<file path="config.mk">
export PLATFORM = sky130hd
export DESIGN_NAME = uleb_indicator_run_decoder
export DESIGN_NICKNAME = d
export VERILOG_FILES = /design/src/hdl/ulebrd_pkg.sv /design/src/hdl/uleb_indicator_run_decoder.sv /design/src/hdl/ulebrd_front.sv /design/src/hdl/ulebrd_div.sv /design/src/hdl/ulebrd_clip.sv
export VERILOG_INCLUDE_DIRS = /design/src /design/src/hdl
export SDC_FILE = /design/constraint.sdc
export NUM_CORES = 2
export LEC_CHECK = 0
export BUFFER_PORTS_ARGS = -buffer_cell sky130_fd_sc_hd__buf_2
export CORE_ASPECT_RATIO = 1.1
export CORE_MARGIN = 4
export CORE_UTILIZATION = 50
export CTS_BUF_LIST = sky130_fd_sc_hd__clkbuf_8
export DETAILED_ROUTE_END_ITERATION = 6
export PLACE_DENSITY = 0.66
export SYNTH_ARGS = -nofsm -noshare
export SYNTH_HDL_FRONTEND = slang
export SYNTH_SLANG_ARGS = --single-unit
</file>
<file path="constraint.sdc">
create_clock -name clk -period 17.6 [get_ports clk]
set_input_delay 0 -clock clk [delete_from_list [all_inputs] [get_ports clk]]
set_output_delay 0 -clock clk [all_outputs]
set_load 0.03 [all_outputs]
</file>
<file path="src/hdl/assert_macros.svh">
// Assertion macros shared by the decoder modules.
`ifndef ASSERT_MACROS_SVH
`define ASSERT_MACROS_SVH

// Same-cycle implication.
`define ULEBRD_ASSERT_NOW(label, clk, rst_n, ante, cons, msg) \
	label: assert property (@(posedge clk) disable iff (!(rst_n)) (ante) |-> (cons)) \
		else $error(msg);

// Next-cycle implication.
`define ULEBRD_ASSERT_NEXT(label, clk, rst_n, ante, cons, msg) \
	label: assert property (@(posedge clk) disable iff (!(rst_n)) (ante) |=> (cons)) \
		else $error(msg);

`endif

</file>
<file path="src/hdl/ulebrd_pkg.sv">
// Types, constants and codes shared by the LEB128 run decoder.
package ulebrd_pkg;

	localparam int unsigned COUNT_BITS = 32;
	localparam logic [31:0] COUNT_MASK = (COUNT_BITS >= 32) ? 32'hFFFF_FFFF :
		32'((64'd1 << COUNT_BITS) - 64'd1);

	localparam int unsigned ACCUM_W = 64;
	localparam logic [6:0] SHIFT_STEP = 7'd7;
	localparam logic [6:0] SHIFT_CAP = 7'd70;

	// Command codes
	localparam logic [1:0] CMD_START = 2'd0;
	localparam logic [1:0] CMD_BYTE = 2'd1;
	localparam logic [1:0] CMD_END = 2'd2;

	// Pipeline transaction kinds
	localparam logic [1:0] KIND_START = 2'd0;
	localparam logic [1:0] KIND_RUN = 2'd1;
	localparam logic [1:0] KIND_END = 2'd2;

	// Division by 11: v = vh * 2^18 + vl, 2^18 = 11 * 23831 + 3
	localparam logic [3:0] DIVISOR = 4'd11;
	localparam logic [14:0] Q_HI = 15'd23831;
	localparam logic [20:0] RECIP_T = 21'd1525202;
	localparam int unsigned RECIP_T_SHIFT = 24;
	localparam logic [10:0] RECIP_M = 11'd1490;
	localparam int unsigned RECIP_M_SHIFT = 14;

	localparam logic [7:0] GLYPH_SPACE = 8'h20;
	localparam logic [7:0] GLYPH_BEFORE_ZERO = 8'h2F;

	localparam logic [31:0] BUCKET_0_MAX = 32'd11;
	localparam logic [31:0] BUCKET_1_MAX = 32'd128;
	localparam logic [31:0] BUCKET_2_MAX = 32'd1489;
	localparam logic [31:0] BUCKET_3_MAX = 32'd16384;

	typedef struct packed {
		logic [1:0] cmd;
		logic [31:0] symbol_total;
		logic [7:0] code_byte;
	} item_t;

	typedef struct packed {
		logic [7:0] symbol;
		logic [31:0] run_length;
		logic [2:0] size_bucket;
		logic is_padding;
		logic last;
	} run_t;

	// Completed value, split for the divider
	typedef struct packed {
		logic [1:0] kind;
		logic [31:0] total;
		logic big;
		logic [17:0] vh;
		logic [19:0] t;
		logic [12:0] csum;
	} pre_t;

	// Partial quotient and remainder
	typedef struct packed {
		logic [1:0] kind;
		logic [31:0] total;
		logic big;
		logic [32:0] p1;
		logic [16:0] p2;
		logic [3:0] rem;
	} mid_t;

endpackage

</file>
<file path="src/hdl/uleb_indicator_run_decoder.sv">
// Top level of the LEB128 indicator run decoder.
// Input channel item (item_valid/item_stall) carries start, byte and end
// transactions; output channel run (run_valid/run_stall) carries one run per
// completed LEB128 value and one space padding run on an end with symbols
// still missing. Start, continuation bytes and ignored bytes give no run.
// Throughput: one transaction per cycle while run_stall does not back up the
// pipeline, set by the LEB128 accumulator loop and the remaining-count clip.
// A run passes from its closing byte or end transaction through the input
// register, the accumulator register, the divide-by-11 stage register and,
// after the clip, the result register.
// Reset clears all valids, the accumulator and the remaining count; before
// any start the stream counts as full and bytes are dropped.
// When run_stall is held the result register keeps its run; the stages
// behind it keep filling and item_stall rises once all three are occupied.
module uleb_indicator_run_decoder (
	input logic clk,
	input logic arst_n,
	input logic item_valid,
	output logic item_stall,
	input ulebrd_pkg::item_t item,
	output logic run_valid,
	input logic run_stall,
	output ulebrd_pkg::run_t run
);

	logic s2_valid;
	logic s2_ready;
	ulebrd_pkg::pre_t s2;
	logic s3_valid;
	logic s3_ready;
	ulebrd_pkg::mid_t s3;

	ulebrd_front u_front (
		.clk(clk),
		.arst_n(arst_n),
		.item_valid(item_valid),
		.item_stall(item_stall),
		.item(item),
		.s2_valid(s2_valid),
		.s2_ready(s2_ready),
		.s2(s2)
	);

	ulebrd_div u_div (
		.clk(clk),
		.arst_n(arst_n),
		.s2_valid(s2_valid),
		.s2_ready(s2_ready),
		.s2(s2),
		.s3_valid(s3_valid),
		.s3_ready(s3_ready),
		.s3(s3)
	);

	ulebrd_clip u_clip (
		.clk(clk),
		.arst_n(arst_n),
		.s3_valid(s3_valid),
		.s3_ready(s3_ready),
		.s3(s3),
		.run_valid(run_valid),
		.run_stall(run_stall),
		.run(run)
	);

endmodule

</file>
<file path="src/hdl/ulebrd_front.sv">
// Input register and LEB128 accumulator.
`include "assert_macros.svh"

module ulebrd_front (
	input logic clk,
	input logic arst_n,
	input logic item_valid,
	output logic item_stall,
	input ulebrd_pkg::item_t item,
	output logic s2_valid,
	input logic s2_ready,
	output ulebrd_pkg::pre_t s2
);

	logic valid_s1;
	ulebrd_pkg::item_t item_s1;
	logic valid_s2;
	ulebrd_pkg::pre_t pre_s2;
	logic ready_s2;
	logic take_s1;
	logic accept;
	logic [63:0] accum_q;
	logic [63:0] accum_n;
	logic [63:0] contrib;
	logic [63:0] merged;
	logic [6:0] shift_q;
	logic [6:0] shift_n;
	logic [6:0] shift_inc;
	logic [12:0] csum;
	logic emit;
	ulebrd_pkg::pre_t pre_n;

	assign ready_s2 = !valid_s2 || s2_ready;
	assign take_s1 = valid_s1 && ready_s2;
	assign item_stall = valid_s1 && !ready_s2;
	assign accept = item_valid && !item_stall;

	always_comb begin
		contrib = (shift_q < 7'(ulebrd_pkg::ACCUM_W)) ?
			(64'(item_s1.code_byte[6:0]) << shift_q[5:0]) : '0;
		merged = accum_q | contrib;
		shift_inc = shift_q + ulebrd_pkg::SHIFT_STEP;
		// 2^10 = 1 mod 11: sum of 10-bit chunks keeps the remainder
		csum = 13'(merged[9:0]) + 13'(merged[19:10]) + 13'(merged[29:20])
			+ 13'(merged[39:30]) + 13'(merged[49:40]) + 13'(merged[59:50])
			+ 13'(merged[63:60]);

		accum_n = accum_q;
		shift_n = shift_q;
		emit = 1'b0;
		pre_n.kind = ulebrd_pkg::KIND_RUN;
		pre_n.total = item_s1.symbol_total & ulebrd_pkg::COUNT_MASK;
		pre_n.big = |merged[63:36];
		pre_n.vh = merged[35:18];
		pre_n.t = 20'({merged[35:18], 1'b0}) + 20'(merged[35:18]) + 20'(merged[17:0]);
		pre_n.csum = csum;

		unique case (item_s1.cmd)
			ulebrd_pkg::CMD_START: begin
				accum_n = '0;
				shift_n = '0;
				emit = 1'b1;
				pre_n.kind = ulebrd_pkg::KIND_START;
			end
			ulebrd_pkg::CMD_BYTE: begin
				accum_n = merged;
				shift_n = (shift_inc > ulebrd_pkg::SHIFT_CAP) ? ulebrd_pkg::SHIFT_CAP : shift_inc;
				if (!item_s1.code_byte[7]) begin
					accum_n = '0;
					shift_n = '0;
					emit = 1'b1;
				end
			end
			ulebrd_pkg::CMD_END: begin
				accum_n = '0;
				shift_n = '0;
				emit = 1'b1;
				pre_n.kind = ulebrd_pkg::KIND_END;
			end
			default: begin
			end
		endcase
	end

	always_ff @(posedge clk or negedge arst_n) begin
		if (!arst_n) begin
			valid_s1 <= 1'b0;
			valid_s2 <= 1'b0;
			accum_q <= '0;
			shift_q <= '0;
		end else begin
			if (!item_stall)
				valid_s1 <= item_valid;
			if (take_s1) begin
				accum_q <= accum_n;
				shift_q <= shift_n;
			end
			if (ready_s2)
				valid_s2 <= take_s1 && emit;
		end
	end

	always_ff @(posedge clk) begin
		if (accept)
			item_s1 <= item;
		if (take_s1 && emit)
			pre_s2 <= pre_n;
	end

	assign s2_valid = valid_s2;
	assign s2 = pre_s2;

	`ULEBRD_ASSERT_NEXT(a_shift_clear, clk, arst_n, take_s1 && emit, shift_q == '0,
		"accumulator shift not cleared after a forwarded transaction")

endmodule

</file>
<file path="src/hdl/ulebrd_div.sv">
// Division by 11 stage: partial quotients and remainder.
`include "assert_macros.svh"

module ulebrd_div (
	input logic clk,
	input logic arst_n,
	input logic s2_valid,
	output logic s2_ready,
	input ulebrd_pkg::pre_t s2,
	output logic s3_valid,
	input logic s3_ready,
	output ulebrd_pkg::mid_t s3
);

	logic valid_s3;
	ulebrd_pkg::mid_t mid_s3;
	ulebrd_pkg::mid_t mid_n;
	logic take;
	logic [40:0] tm;
	logic [10:0] fold;
	logic [21:0] mm;
	logic [7:0] qm;

	assign s2_ready = !valid_s3 || s3_ready;
	assign take = s2_valid && s2_ready;

	always_comb begin
		tm = 41'(s2.t) * 41'(ulebrd_pkg::RECIP_T);
		fold = 11'(s2.csum[12:10]) + 11'(s2.csum[9:0]);
		mm = 22'(fold) * 22'(ulebrd_pkg::RECIP_M);
		qm = mm[ulebrd_pkg::RECIP_M_SHIFT +: 8];

		mid_n.kind = s2.kind;
		mid_n.total = s2.total;
		mid_n.big = s2.big;
		mid_n.p1 = 33'(s2.vh) * 33'(ulebrd_pkg::Q_HI);
		mid_n.p2 = tm[ulebrd_pkg::RECIP_T_SHIFT +: 17];
		mid_n.rem = 4'(fold - 11'(11'(qm) * 11'(ulebrd_pkg::DIVISOR)));
	end

	always_ff @(posedge clk or negedge arst_n) begin
		if (!arst_n)
			valid_s3 <= 1'b0;
		else if (s2_ready)
			valid_s3 <= s2_valid;
	end

	always_ff @(posedge clk) begin
		if (take)
			mid_s3 <= mid_n;
	end

	assign s3_valid = valid_s3;
	assign s3 = mid_s3;

	`ULEBRD_ASSERT_NOW(a_rem_range, clk, arst_n,
		valid_s3 && mid_s3.kind == ulebrd_pkg::KIND_RUN, mid_s3.rem < ulebrd_pkg::DIVISOR,
		"remainder mod 11 out of range")

endmodule

</file>
<file path="src/hdl/ulebrd_clip.sv">
// Run clipping against the stream total, and the result register.
`include "assert_macros.svh"

module ulebrd_clip (
	input logic clk,
	input logic arst_n,
	input logic s3_valid,
	output logic s3_ready,
	input ulebrd_pkg::mid_t s3,
	output logic run_valid,
	input logic run_stall,
	output ulebrd_pkg::run_t run
);

	logic run_valid_q;
	ulebrd_pkg::run_t run_q;
	ulebrd_pkg::run_t res;
	logic [31:0] room_q;
	logic [31:0] room_n;
	logic full_q;
	logic full_n;
	logic take;
	logic live;
	logic emit;
	logic clip;
	logic [33:0] cnt;
	logic [31:0] len;

	function automatic logic [7:0] glyph(input logic [3:0] r);
		logic [7:0] g;
		if (r == '0 || r >= ulebrd_pkg::DIVISOR)
			g = ulebrd_pkg::GLYPH_SPACE;
		else
			g = ulebrd_pkg::GLYPH_BEFORE_ZERO + 8'(r);
		return g;
	endfunction

	function automatic logic [2:0] size_class(input logic [31:0] n);
		logic [2:0] c;
		if (n <= ulebrd_pkg::BUCKET_0_MAX)
			c = 3'd0;
		else if (n <= ulebrd_pkg::BUCKET_1_MAX)
			c = 3'd1;
		else if (n <= ulebrd_pkg::BUCKET_2_MAX)
			c = 3'd2;
		else if (n <= ulebrd_pkg::BUCKET_3_MAX)
			c = 3'd3;
		else
			c = 3'd4;
		return c;
	endfunction

	assign s3_ready = !run_valid_q || !run_stall;
	assign take = s3_valid && s3_ready;

	always_comb begin
		cnt = 34'(s3.p1) + 34'(s3.p2) + 34'd1;
		clip = s3.big || (cnt > 34'(room_q));
		len = clip ? room_q : cnt[31:0];
		live = !full_q && (room_q != '0);

		room_n = room_q;
		full_n = full_q;
		emit = 1'b0;
		res.symbol = glyph(s3.rem);
		res.run_length = len;
		res.is_padding = 1'b0;
		res.last = 1'b0;

		unique case (s3.kind)
			ulebrd_pkg::KIND_START: begin
				room_n = s3.total;
				full_n = (s3.total == '0);
			end
			ulebrd_pkg::KIND_RUN: begin
				if (live) begin
					room_n = room_q - len;
					full_n = (room_n == '0);
					res.last = (room_n == '0);
					emit = 1'b1;
				end
			end
			ulebrd_pkg::KIND_END: begin
				if (live) begin
					res.symbol = ulebrd_pkg::GLYPH_SPACE;
					res.run_length = room_q;
					res.is_padding = 1'b1;
					res.last = 1'b1;
					room_n = '0;
					emit = 1'b1;
				end
				full_n = 1'b1;
			end
			default: begin
			end
		endcase

		res.size_bucket = size_class(res.run_length);
	end

	always_ff @(posedge clk or negedge arst_n) begin
		if (!arst_n) begin
			run_valid_q <= 1'b0;
			room_q <= '0;
			full_q <= 1'b0;
		end else begin
			if (take) begin
				room_q <= room_n;
				full_q <= full_n;
			end
			if (s3_ready)
				run_valid_q <= take && emit;
		end
	end

	always_ff @(posedge clk) begin
		if (take && emit)
			run_q <= res;
	end

	assign run_valid = run_valid_q;
	assign run = run_q;

	`ULEBRD_ASSERT_NEXT(a_room_mono, clk, arst_n,
		!(take && s3.kind == ulebrd_pkg::KIND_START), room_q <= $past(room_q),
		"remaining count grew without a start transaction")
	`ULEBRD_ASSERT_NOW(a_last_full, clk, arst_n, run_valid_q && run_q.last,
		full_q && room_q == '0, "final run shown while stream still open")
	`ULEBRD_ASSERT_NOW(a_len_nonzero, clk, arst_n, run_valid_q, run_q.run_length != '0,
		"empty run emitted")

endmodule

</file>
### Word-level counts from Yosys, hierarchy flattened

Index checks and enable logic that the tools add are counted.

* add/sub/neg operators: 15
* multipliers: 4
* order comparisons: 8
* equal/unequal tests: 6
* shifts and indexed selects: 1
* muxes and demuxes: 26
* bitwise logic cells: 1
* reductions and logical operators: 36

Operators by type and width (count)
* 64-bit 2-to-1 mux: 2
* 64-bit case mux with 2 select lines: 1
* 32-bit 2-to-1 mux: 3
* 32-bit case mux with 3 select lines: 1
* 40-bit 2-to-1 mux: 2
* 32-bit zero test: 2
* 64-bit OR: 1
* 7-bit by 6-bit << shifter with 64-bit output: 1
* 13-bit by 10-bit adder with 13-bit output: 4
* 20-bit by 20-bit multiplier with 40-bit output, second input constant: 1
* 33-bit by 17-bit adder with 34-bit output: 1
* 34-bit by 1-bit adder with 34-bit output, second input constant: 1
* 34-bit by 32-bit > comparator with 1-bit output: 1
* 18-bit by 15-bit multiplier with 33-bit output, second input constant: 1
* 32-bit by 11-bit less-or-equal comparator with 1-bit output, second input constant: 1
* 32-bit by 15-bit less-or-equal comparator with 1-bit output, second input constant: 1
* 32-bit by 4-bit less-or-equal comparator with 1-bit output, second input constant: 1
* 32-bit by 8-bit less-or-equal comparator with 1-bit output, second input constant: 1
* 32-bit nonzero test: 1
* 32-bit subtractor: 1
* 28-bit OR reduction: 1
* 11-bit by 10-bit multiplier with 21-bit output, second input constant: 1
* 19-bit by 18-bit adder with 20-bit output: 1
* 20-bit by 18-bit adder with 20-bit output: 1
* 34 further kinds: 65

* register bits after elaboration: 370

### Logic depth before layout (Yosys ltp)

* depth after elaboration: 11
* gate-level depth with buffers: 42
* depth with buffers taken out: 39

### Modules after synthesis

From an unflattened synthesis, not the netlist that was laid out.

* cells, all modules: 3609
* area, all modules: 37243.2 sq um

Modules (own cells, without submodules)
* ulebrd_div: times used 1, cells each 1526, area each 17066.4 sq um, sequential area each 2697.6 sq um
* ulebrd_front: times used 1, cells each 907, area each 10720.3 sq um, sequential area each 5670.4 sq um
* ulebrd_clip: times used 1, cells each 1176, area each 9456.6 sq um, sequential area each 2112.0 sq um

### Worst setup path before layout

OpenSTA, ideal clock, no wires.

* kind: flip-flop to flip-flop
* start point: register u_div.mid_s3 (netlist bit u_div.s3[4])
* end point: register u_clip.run_q (netlist bit u_clip.run[0]), data pin
* library setup time: 0.129 ns
* data arrival time: 8.404 ns
* required time: 17.471 ns
* slack: 9.066 ns
* stages on the path, launching flop included: 40
* path buffers: 3
* cell sequence: edfxtp_1 > inv_1 > ha_1 > inv_1 > fa_1 > a211oi_1 > o211a_1 > nor4_2 > nor3_2 > nor2_1 > xnor2_1 > inv_1 > ha_1 > nand4_1 > nor4_1 > o41ai_1 > a21o_1 > nand4_2 > (+4 left out) > o21ai_0 > ha_1 > fa_1 > nor2b_1 > o21ai_0 > nand2b_1 > a21o_1 > a31o_2 > a221oi_2 > xor2_1 > or4_1 > or4_1 > nor2_1 > nand4_1 > or4b_1 > nor4_1 > and4b_1 > o21a_1

RTL lines
* start, declared: line ulebrd_div.sv:16 `ulebrd_pkg::mid_t mid_s3;`
* start signal, assigned: line ulebrd_div.sv:50 `mid_s3 <= mid_n;`
* end signal, assigned: line ulebrd_clip.sv:118 `run_q <= res;`
* end, declared: line ulebrd_clip.sv:16 `ulebrd_pkg::run_t run_q;`

==> summary.md <==
| Metric | Value |
|---|---|
| ANT cells | 0 |
| Worst Hold Class | primary input to register |
| Initial core utilization | 50.4% |
| Die height | 287 um |
| Setup bufs post-CTS | 0 |
| Total Wirelength | 90.5 mm |
| First-pass GRT wire length | 143 mm |
| Final Hold Viols | 0 |
| Num rows | 102 |
| Netlist cell types | 86 |
| Slowest cell on crit path | xnor2_1 |
| Vias in the first global route | 26,106 |
| Tcrit/Tclk final | 59.1% |
| Routed vias/inst | 5.51 |
| CTS tree | yes |
| CTS-repair resized insts | 0 |
| Worst-path clk slew | 60 ps |
| Worst path max stage delay | 780 ps |
| Req. time, crit path | 18,150 ps |
| GRT overflow | 0 |
| Yosys top cell by area | edfxtp_1 |
| Die width | 262 um |
| Top cell type's share of synthesized area | 22.0% |
| Core Region | 70,200 um^2 |
| Inserted Clock Buffers | 67 |
| Crit Path Max Fanout | 66 |
| CP startpoint kind | register |
| HPWL after detailed placement | 70.9 mm |
| Maxcap violations | 0 |
| Synth Flop Type | edfxtp_1 |
| DIE AREA | 75,100 um^2 |
| Clock buffer depth | 3 |
| Gr usage total | 24.6% |
| Synth top cells by count | inv_1 (602), ha_1 (544), fa_1 (323) |
| M3 GR Usage | 3.22% |
| Final setup vio count | 0 |
| Slew @ Worst Pin | 1180 ps |
| Slew HR | 21.5% |
| DR vias | 25,240 |
| Fin nets | 4,502 |
| Top-count cell post-synth | inv_1 |
| Async set-or-reset flop fraction in the synthesized netlist | 29.4% |
| RD Place Congestion | 0.923 |
| Sequential element share of the synthesized area | 29.6% |
| Number of flops mapped to enable cells by yosys | 259 |
| Cell area after synthesis | 35,400 um^2 |
| Area Overhead vs Synth | 10.6% |
| GRT met1 Usage | 30.1% |
| Clock Skew | 61.1 ps |
| DRC errors left | 0 |
| ANT nets after route | 0 |
| Clk_lat worst skew | 680 ps |
| Largest net degree at the start of global routing | 69 |
| Met2 capacity usage during global routing | 44.2% |
| Clk sink count | 367 |
| Worst Path Arrival | 10,950 ps |
| Initial antenna violation count | 0 |
| Root Driver | clkbuf_8 |
| PortBufs | 89 |
| RSZ-0062 raised after global routing | false |
| Status | complete, no violations |
| Drt initial violations | 1,483 |
| DR WL/cell | 19.8 um |
| Layout cells sized above 1 | 7.30% |
| H-tree levels | 3 |
| Highest Clock Rate | 96.2 MHz |
| Setup TNS | 0 ps |
| Slew Limit Fails | 0 |
| CP Class | register to register |
| Cell count after synthesis | 3,399 |
| Post-synthesis register bit count | 367 |
| Synth area leaders | edfxtp_1 (22%), ha_1 (19%), fa_1 (18%) |
| Fin crit period | 10,390 ps |
| Syn Area/Cell | 10.4 um^2 |
| Drt first pass iters | 6 |
| Busiest grt layer | met2 |
| Crit. End Element | register |
| Ports | 93 |
| Yosys warns | 0 |
-- timing repair --
item,4_1_cts,5_1_grt
endpoints found under the hold margin,104,0
setup endpoints to repair,0,0
hold buffers,81,0
-- cell type report --
| cell class | instances | area (um^2) |
|---|---|---|
| inverter | 602 | 2260 |
| fill | 6143 | 31100 |
| clock buffer | 74 | 1020 |
| multi-input combinational | 2357 | 22400 |
| clock inverter | 50 | 367 |
| tap | 936 | 1170 |
| timing repair buffer | 194 | 1460 |
| sequential | 367 | 10500 |
-- per-stage QoR --
stage	hold slack, ps	area (um^2)	util, %	cells	setup WS (ps)
final	52.5	39100	55.7	4580	7210
after global routing	20.1	39100	55.7	4580	6710
after CTS	0.685	39100	55.7	4580	7410
after detailed placement	112	36900	52.6	4375	7430
after global placement	120	36900	52.6	4375	7590
after floorplan	-296	35400	-	3400	9070
-- final timing paths --
path / from / to / slack [ps] / cells past startpoint
max in group asynchronous: arst_n / u_front.s2_valid$_DFFE_PN0N_ / 16290 / 4
min in group asynchronous: arst_n / u_front.shift_q[2]$_DFFE_PN0P_ / 470 / 4
setup reg to reg: u_div.s3[4]$_DFFE_PP_ / u_clip.run[0]$_DFFE_PP_ / 7210 / 35
hold / removal: item[17] / u_front.item_s1[17]$_DFFE_PP_ / 50 / 2
hold reg to reg: u_front.s2[80]$_DFFE_PP_ / u_div.s3[83]$_DFFE_PP_ / 400 / 0
setup / recovery: u_div.s3[4]$_DFFE_PP_ / u_clip.run[0]$_DFFE_PP_ / 7210 / 35
-- kinds of logic after synthesis --
logic type	Yosys count	synth area share (%)
simple gates	634	8.64
mux	29	0.856
buf+inv	676	7.26
flops	367	29.6
xor+xnor	162	4.13
other cells	2	0.0212
fa+ha+maj	872	37.7
compound gates	657	11.8
-- placed cells by master, fill, tap and decap left out, types with 11 or more instances in the layout --
master,count
mux2i_1,19
nand2b_1,20
a211oi_1,27
nor2_1,208
edfxtp_1,259
nand2_1,147
nand3_1,42
a21o_1,54
or2_2,16
and2_1,13
ha_1,544
dlygate4sd3_1,80
o31ai_1,15
xor2_1,50
fa_1,323
nor3_1,46
a21boi_0,22
inv_1,622
nor4_1,24
and3_1,12
a21oi_1,251
a31oi_1,14
or3_1,18
nand4_1,29
buf_2,88
a221oi_1,25
o211ai_1,11
o21ai_0,114
clkbuf_8,74
nor2b_1,20
buf_4,25
o21bai_1,23
dfrtp_1,108
xnor2_1,109
o21a_1,16
clkinv_2,14
-- state kept, by name, summed over array words and instances, names as in the netlist --
register and cells:
u_div.s3_valid 1, u_front.valid_s1 1, u_clip.run 42, u_clip.full_q 1, u_front.s2_valid 1, u_front.s2 86, u_clip.room_q 32, u_front.accum_q 64
u_div.s3 89, u_front.shift_q 7, u_clip.run_valid 1, u_front.item_s1 42
-- routing by layer --
| layer | vias to the layer above | share of wire [%] |
|---|---|---|
| li1 | 12055 | - |
| met4 | 0 | 3.9 |
| met3 | 165 | 4.3 |
| met5 | - | 0 |
| met2 | 637 | 51 |
| met1 | 12383 | 41 |
-- critical path, delay by kind of cell (launching register included) --
kind            cells  cell delay, ps
compound gates      9            2250
flops               1             360
xor+xnor            2             930
mux                 1             310
buf+inv             3             390
fa+ha+maj           4            1230
simple gates       16            4780
Power is not shown: default switching activity piles up to over one toggle a cycle in this logic, so the estimate is an artifact.
